--- src/rtl/core/pwlcs_pkg.sv ---
// types, constants and divider step function for the contrast stretch block
package pwlcs_pkg;

    localparam int PIX_W           = 8;
    localparam int NUM_W           = 2 * PIX_W;
    localparam int CFG_IDX_W       = 8;
    localparam int DIV_STAGES      = 4;
    localparam int QBITS_PER_STAGE = PIX_W / DIV_STAGES;

    typedef logic [PIX_W-1:0]     pix_t;
    typedef logic [NUM_W-1:0]     num_t;
    typedef logic [CFG_IDX_W-1:0] cfg_idx_t;

    // register indexes on the configuration port
    localparam cfg_idx_t REG_IN_KNEE_LOW   = cfg_idx_t'(0);
    localparam cfg_idx_t REG_OUT_KNEE_LOW  = cfg_idx_t'(1);
    localparam cfg_idx_t REG_IN_KNEE_HIGH  = cfg_idx_t'(2);
    localparam cfg_idx_t REG_OUT_KNEE_HIGH = cfg_idx_t'(3);

    localparam pix_t LEVEL_MAX             = pix_t'(255);
    localparam pix_t RST_IN_KNEE_LOW       = pix_t'(90);
    localparam pix_t RST_OUT_KNEE_LOW      = pix_t'(10);
    localparam pix_t RST_IN_KNEE_HIGH      = pix_t'(120);
    localparam pix_t RST_OUT_KNEE_HIGH     = pix_t'(150);

    // per-item control that rides along the pipeline
    typedef struct packed {
        pix_t pix;
        logic bypass;
        logic neg;
        pix_t base;
        pix_t den;
    } ctl_t;

    // partial division state
    typedef struct packed {
        ctl_t ctl;
        pix_t rem;
        pix_t low;
        pix_t quo;
    } div_t;

    // one restoring-division stage, several quotient bits
    function automatic div_t div_stage(div_t d);
        div_t             r;
        logic [PIX_W:0]   rem_ext;
        r = d;
        for (int j = 0; j < QBITS_PER_STAGE; j++)
        begin
            rem_ext = {r.rem, r.low[PIX_W-1]};
            r.low   = {r.low[PIX_W-2:0], 1'b0};
            if (rem_ext >= {1'b0, r.ctl.den})
            begin
                rem_ext = rem_ext - {1'b0, r.ctl.den};
                r.quo   = {r.quo[PIX_W-2:0], 1'b1};
            end
            else
            begin
                r.quo   = {r.quo[PIX_W-2:0], 1'b0};
            end
            r.rem = rem_ext[PIX_W-1:0];
        end
        return r;
    endfunction

endpackage

--- src/rtl/core/piecewise_linear_contrast_stretch.sv ---
// piecewise linear contrast stretch, top level
//
// Maps one 8-bit gray pixel per clock through a three-segment transfer curve
// through (0,0), (in_knee_low,out_knee_low), (in_knee_high,out_knee_high) and
// (255,255); each segment value is the exact floor of its rational form. If
// in_knee_low equals in_knee_high, in_knee_low is 0 or in_knee_high is 255 the
// pixel passes unchanged. Throughput is one item per clock while dst_stall is
// low. Each item passes through seven register stages in order: one stage
// picks the segment, one multiplies, four stages run the restoring divider
// two quotient bits each, and one applies the segment offset. Stalls collapse
// bubbles stage by stage, so src_stall only rises when every stage is full
// and dst_stall is high. Configuration writes are always accepted
// (cfg_ready is tied high), indexes above 3 are ignored, and registers
// should be written only while no item is in flight.
module piecewise_linear_contrast_stretch
(
    input  logic                       clk,
    input  logic                       rst_n,
    // configuration write channel
    input  logic                       cfg_valid,
    output logic                       cfg_ready,
    input  pwlcs_pkg::cfg_idx_t        cfg_index,
    input  pwlcs_pkg::pix_t            cfg_data,
    // pixel input channel
    input  logic                       src_valid,
    output logic                       src_stall,
    input  pwlcs_pkg::pix_t            pixel_in,
    // pixel output channel
    output logic                       dst_valid,
    input  logic                       dst_stall,
    output pwlcs_pkg::pix_t            pixel_out
);
    import pwlcs_pkg::*;

    // stage 0 select, stage 1 multiply, stages 2..DIV_STAGES+1 divider, last stage result
    localparam int NS = DIV_STAGES + 3;

    pix_t in_knee_low_reg;
    pix_t out_knee_low_reg;
    pix_t in_knee_high_reg;
    pix_t out_knee_high_reg;

    logic [NS-1:0] valid_reg;
    logic [NS-1:0] adv;

    ctl_t sel_ctl_next;
    pix_t sel_a_next;
    pix_t sel_b_next;
    ctl_t sel_ctl_reg;
    pix_t sel_a_reg;
    pix_t sel_b_reg;

    num_t prod;
    div_t div_init;
    div_t div_reg [0:DIV_STAGES];
    pix_t result_next;
    pix_t result_reg;

    // configuration registers
    assign cfg_ready = 1'b1;

    always_ff @(posedge clk or negedge rst_n)
    begin
        if (!rst_n)
        begin
            in_knee_low_reg   <= RST_IN_KNEE_LOW;
            out_knee_low_reg  <= RST_OUT_KNEE_LOW;
            in_knee_high_reg  <= RST_IN_KNEE_HIGH;
            out_knee_high_reg <= RST_OUT_KNEE_HIGH;
        end
        else if (cfg_valid && cfg_ready)
        begin
            case (cfg_index)
                REG_IN_KNEE_LOW:   in_knee_low_reg   <= cfg_data;
                REG_OUT_KNEE_LOW:  out_knee_low_reg  <= cfg_data;
                REG_IN_KNEE_HIGH:  in_knee_high_reg  <= cfg_data;
                REG_OUT_KNEE_HIGH: out_knee_high_reg <= cfg_data;
                default: ;
            endcase
        end
    end

    // a stage moves when it is empty or the stage after it moves
    always_comb
    begin
        adv[NS-1] = !valid_reg[NS-1] || !dst_stall;
        for (int k = NS - 2; k >= 0; k--)
        begin
            adv[k] = !valid_reg[k] || adv[k+1];
        end
    end

    assign src_stall = !adv[0];
    assign dst_valid = valid_reg[NS-1];
    assign pixel_out = result_reg;

    always_ff @(posedge clk or negedge rst_n)
    begin
        if (!rst_n)
        begin
            valid_reg <= '0;
        end
        else
        begin
            if (adv[0])
            begin
                valid_reg[0] <= src_valid;
            end
            for (int k = 1; k < NS; k++)
            begin
                if (adv[k])
                begin
                    valid_reg[k] <= valid_reg[k-1];
                end
            end
        end
    end

    // segment select: multiplier operands, divisor and offset per segment
    always_comb
    begin
        sel_ctl_next.pix    = pixel_in;
        sel_ctl_next.bypass = (in_knee_low_reg == in_knee_high_reg)
                              || (in_knee_low_reg == '0)
                              || (in_knee_high_reg == LEVEL_MAX);
        sel_ctl_next.neg    = 1'b0;
        if (pixel_in <= in_knee_low_reg)
        begin
            // low segment, 0..out_knee_low
            sel_a_next        = pixel_in;
            sel_b_next        = out_knee_low_reg;
            sel_ctl_next.den  = in_knee_low_reg;
            sel_ctl_next.base = '0;
        end
        else if (pixel_in >= in_knee_high_reg)
        begin
            // high segment, out_knee_high..255
            sel_a_next        = pixel_in - in_knee_high_reg;
            sel_b_next        = LEVEL_MAX - out_knee_high_reg;
            sel_ctl_next.den  = LEVEL_MAX - in_knee_high_reg;
            sel_ctl_next.base = out_knee_high_reg;
        end
        else
        begin
            // middle segment, slope may fall
            sel_a_next        = pixel_in - in_knee_low_reg;
            sel_ctl_next.den  = in_knee_high_reg - in_knee_low_reg;
            sel_ctl_next.base = out_knee_low_reg;
            if (out_knee_high_reg >= out_knee_low_reg)
            begin
                sel_b_next = out_knee_high_reg - out_knee_low_reg;
            end
            else
            begin
                sel_b_next       = out_knee_low_reg - out_knee_high_reg;
                sel_ctl_next.neg = 1'b1;
            end
        end
    end

    always_ff @(posedge clk)
    begin
        if (adv[0])
        begin
            sel_ctl_reg <= sel_ctl_next;
            sel_a_reg   <= sel_a_next;
            sel_b_reg   <= sel_b_next;
        end
    end

    // multiply; quotient always fits 8 bits so the top byte starts below den
    assign prod = num_t'(sel_a_reg) * num_t'(sel_b_reg);

    always_comb
    begin
        div_init.ctl = sel_ctl_reg;
        div_init.rem = prod[NUM_W-1:PIX_W];
        div_init.low = prod[PIX_W-1:0];
        div_init.quo = '0;
    end

    always_ff @(posedge clk)
    begin
        if (adv[1])
        begin
            div_reg[0] <= div_init;
        end
        for (int k = 0; k < DIV_STAGES; k++)
        begin
            if (adv[k+2])
            begin
                div_reg[k+1] <= div_stage(div_reg[k]);
            end
        end
    end

    // offset; a falling slope floors toward minus infinity
    always_comb
    begin
        if (div_reg[DIV_STAGES].ctl.bypass)
        begin
            result_next = div_reg[DIV_STAGES].ctl.pix;
        end
        else if (div_reg[DIV_STAGES].ctl.neg)
        begin
            result_next = div_reg[DIV_STAGES].ctl.base - div_reg[DIV_STAGES].quo
                          - pix_t'(div_reg[DIV_STAGES].rem != '0);
        end
        else
        begin
            result_next = div_reg[DIV_STAGES].ctl.base + div_reg[DIV_STAGES].quo;
        end
    end

    always_ff @(posedge clk)
    begin
        if (adv[NS-1])
        begin
            result_reg <= result_next;
        end
    end

endmodule
--- config.mk ---
export PLATFORM = sky130hd
export DESIGN_NAME = piecewise_linear_contrast_stretch
export DESIGN_NICKNAME = d
export VERILOG_FILES = /design/src/rtl/core/pwlcs_pkg.sv /design/src/rtl/core/piecewise_linear_contrast_stretch.sv
export SDC_FILE = /design/constraint.sdc
export NUM_CORES = 1
export LEC_CHECK = 0
export ABC_AREA = 1
export BUFFER_PORTS_ARGS = -buffer_cell sky130_fd_sc_hd__buf_2
export CAP_MARGIN = 10
export CORE_MARGIN = 1.5
export CORE_UTILIZATION = 30
export DETAILED_ROUTE_END_ITERATION = 16
export SETUP_SLACK_MARGIN = 0.02
export SLEW_MARGIN = 30
export SYNTH_ARGS = -nofsm -noshare
export SYNTH_HDL_FRONTEND = slang
export SYNTH_SLANG_ARGS = --single-unit
--- constraint.sdc ---
create_clock -name clk -period 4.9 [get_ports clk]
set_input_delay 0.245 -clock clk [delete_from_list [all_inputs] [get_ports clk]]
set_output_delay 0.245 -clock clk [all_outputs]
set_load 0.01 [all_outputs]
==> results by group <==
Floorplanning
  – Die X: 254 um
  – Chip height: 254 um
  – Die area: 64300 sq um
  – Core Rows: 91
  – Initial Utilization: 0.304
  – Boundary Pins: 40
  – Core area: 61900 sq um

Synth
  – Area contributors post-synth: edfxtp_1 40%, nand2_1 11%, ha_1 10%, inv_1 6.6%, fa_1 5.5%
  – Ys async rst share: 0.134
  – Mapped Cells: 2045
  – Mean Syn Cell Area: 9.21 sq um
  – Post-synth net total: 2283
  – Unique masters post-synth: 53
  – Top cell type's share of synthesized area: 0.402
  – Synth Warn #: 0
  – Synthesized area: 18800 sq um
  – Cell taking the most area after synthesis: edfxtp_1
  – Post-synthesis sequential area ratio: 0.454
  – Post-synth EDFFs: 252
  – Main synth FF type: edfxtp_1
  – Yosys reg bits: 291

STA
  – Worst Max-Slew Pin Slew: 0.755 ns
  – Fmax: 234 MHz
  – RSZ-0062 raised after global routing: false
  – Max-slew violation count: 0
  – Fin. Hold Viols: 0
  – Post-route clock period utilization: 0.872
  – Max_slew headroom: 0.496
  – Period minus WS final: 4.27 ns
  – Clock Skew: 0.00823 ns
  – Setup TNS: 0 ns
  – Setup violations, final: 0

Route
  – Routed wire length: 39.4 mm
  – Antenna-violating nets left: 0
  – Drt via density: 4.52
  – Wirelength per Cell: 13.3 um
  – # DRC: 0
  – DRT Pass-1 Iters: 7
  – Iter 0 DRT Violations: 799
  – Vias: 13400

Clock network
  – Total CTS buffers: 30
  – Worst skew pair latency: 0.58 ns
  – H-Tree Depth: 1
  – CTS tree: yes
  – # clock sinks: 291
  – Clock Tree Root: clkbuf_16
  – Worst-case clock buffer depth: 3
  – Worst-path clk slew: 0.06 ns

Power
  – Lkg Pwr: 9.93 nW
  – Peak VDD IR: 301 uV
  – P per Cell Area: 724 nW/um^2

Critical path
  – Worst EP required: 5.23 ns
  – Critical Path Fanout Max: 8
  – CP Launch Type: register
  – Worst setup path class: register to register
  – CP arrival: 4.60 ns
  – Reg2reg start: sel_a_reg[0]
  – Setup crit start: sel_a_reg[0]
  – CP endpoint kind: register

Global routing
  – Gr usage total: 0.124
  – Initial antenna violation count: 0
  – Grt total ovfl: 0
  – Largest net degree at the start of global routing: 44
  – Vias in the first global route: 13300
  – First-pass GRT wire length: 65.6 mm

Layout
  – Commonest non-fill, non-tap cell in the layout: nand2_1
  – Max FFs per register: 202
  – Non-Filler Instances: 2962
  – Nets: 2340
  – Area grow syn2layout: 12.0%
  – Commonest non-fill, non-tap cells in the layout: 539 x nand2_1, 332 x inv_1, 252 x edfxtp_1, 157 x ha_1, 132 x nand3_1
  – Diode count: 0
  – Share of layout cells above drive strength 1: 0.0927

Hold path
  – HP Class: input port to register
  – HP Start: dst_stall

Placed design
  – Port-buffer cells: 38
  – Final HPWL from detailed placement: 31.1 mm
  – RePlAce Congestion: 0.856
  – Dpl cells: 2889

Flow run
  – Max cap viols: 0

Status
  – Status: completed
-- final cells by class --
class | count | area, sq um
Fill cell | 6353 | 40800
Multi-Input combinational cell | 1373 | 8780
Sequential cell | 291 | 8560
Inverter | 344 | 1300
Tap cell | 837 | 1050
Clock buffer | 40 | 818
Timing Repair Buffer | 62 | 418
Clock inverter | 15 | 183
-- cell families after synthesis --
| logic type | share of synthesized area |
|---|---|
| flip-flops | 0.454 |
| other | 0.000199 |
| AND/OR/NAND/NOR | 0.206 |
| buffers and inverters | 0.0796 |
| XOR/XNOR | 0.0302 |
| adder cells (fa/ha/maj) | 0.160 |
| AO/OA/AOI/OAI | 0.0697 |
-- synth_stat cells, types with 5 or more instances --
master / n
clkbuf_1: 17
nand2_1: 540
xor2_1: 41
nor2_2: 6
ha_1: 157
nor2_1: 81
o21ai_0: 30
nand3_1: 132
buf_2: 12
o211ai_1: 8
nor3_1: 6
edfxtp_1: 252
or2_2: 7
nand2_2: 26
nand3b_1: 13
nand3_2: 7
dfrtp_1: 25
o21ai_2: 8
nand2_4: 6
fa_1: 52
o21bai_1: 6
nand4_1: 36
a21oi_2: 9
inv_2: 10
o21ai_1: 46
xnor2_1: 24
a21oi_1: 85
inv_1: 332
dfstp_2: 14
o21a_1: 11
a21o_1: 5
-- critical path, cell delays in order (launching register included) --
cell and delay, ns:
edfxtp_1 0.49, nand2_1 0.12, fa_1 0.52, fa_1 0.55
inv_1 0.05, fa_1 0.53, inv_1 0.05, fa_1 0.52
inv_1 0.04, ha_1 0.34, nand2_1 0.07, inv_1 0.08
a21oi_1 0.09, o21ai_0 0.28, nand3_1 0.14, nand3_1 0.10
nand2_1 0.05
-- per-layer routing --
metal / vias up / part of all wire / track usage
met5: - / 0 / 0
li1: 6834 / - / -
met4: 0 / 0.023 / 0.0310
met2: 233 / 0.48 / 0.216
met1: 6242 / 0.47 / 0.162
met3: 67 / 0.034 / 0.0169
-- power by group --
group / switching, mW / internal [mW]
Sequential: 0.375 / 3.93
Combinational: 5.44 / 3.26
Clock: 0.973 / 1.30
Total: 6.79 / 8.49
-- what timing repair did --
item	4_1_cts	5_1_grt
hold buffers	18	0
setup buffers	0	0
endpoints found under the hold margin	63	0
resized for setup	0	0
setup endpoints to repair	0	0
-- stage by stage --
step / power, mW / setup WS (ns) / hold WS (ns) / util / area [sq um]
after floorplan: 11.2 / 0.397 / -0.0506 / - / 18800
after global placement: 12.9 / 0.673 / 0.402 / 0.322 / 19900
after detailed placement: 13.0 / 0.635 / 0.405 / 0.322 / 19900
after CTS: 15.4 / 0.619 / 0.0958 / 0.341 / 21100
after global routing: 16.9 / 0.345 / 0.179 / 0.341 / 21100
final: 15.3 / 0.629 / 0.112 / 0.341 / 21100
-- final timing paths --
check                                       to  slack, ns  depth (start not counted)
max in group asynchronous  in_knee_high_reg[6]       4.33                          2
setup reg to reg                div_reg[0][21]       0.63                         16
hold reg to reg                div_reg[0][143]       0.41                          0
hold / removal                    valid_reg[6]       0.11                          3
min in group asynchronous  in_knee_high_reg[1]       0.20                          2
setup / recovery                div_reg[0][21]       0.63                         16
(Power assumes the default switching activity.)
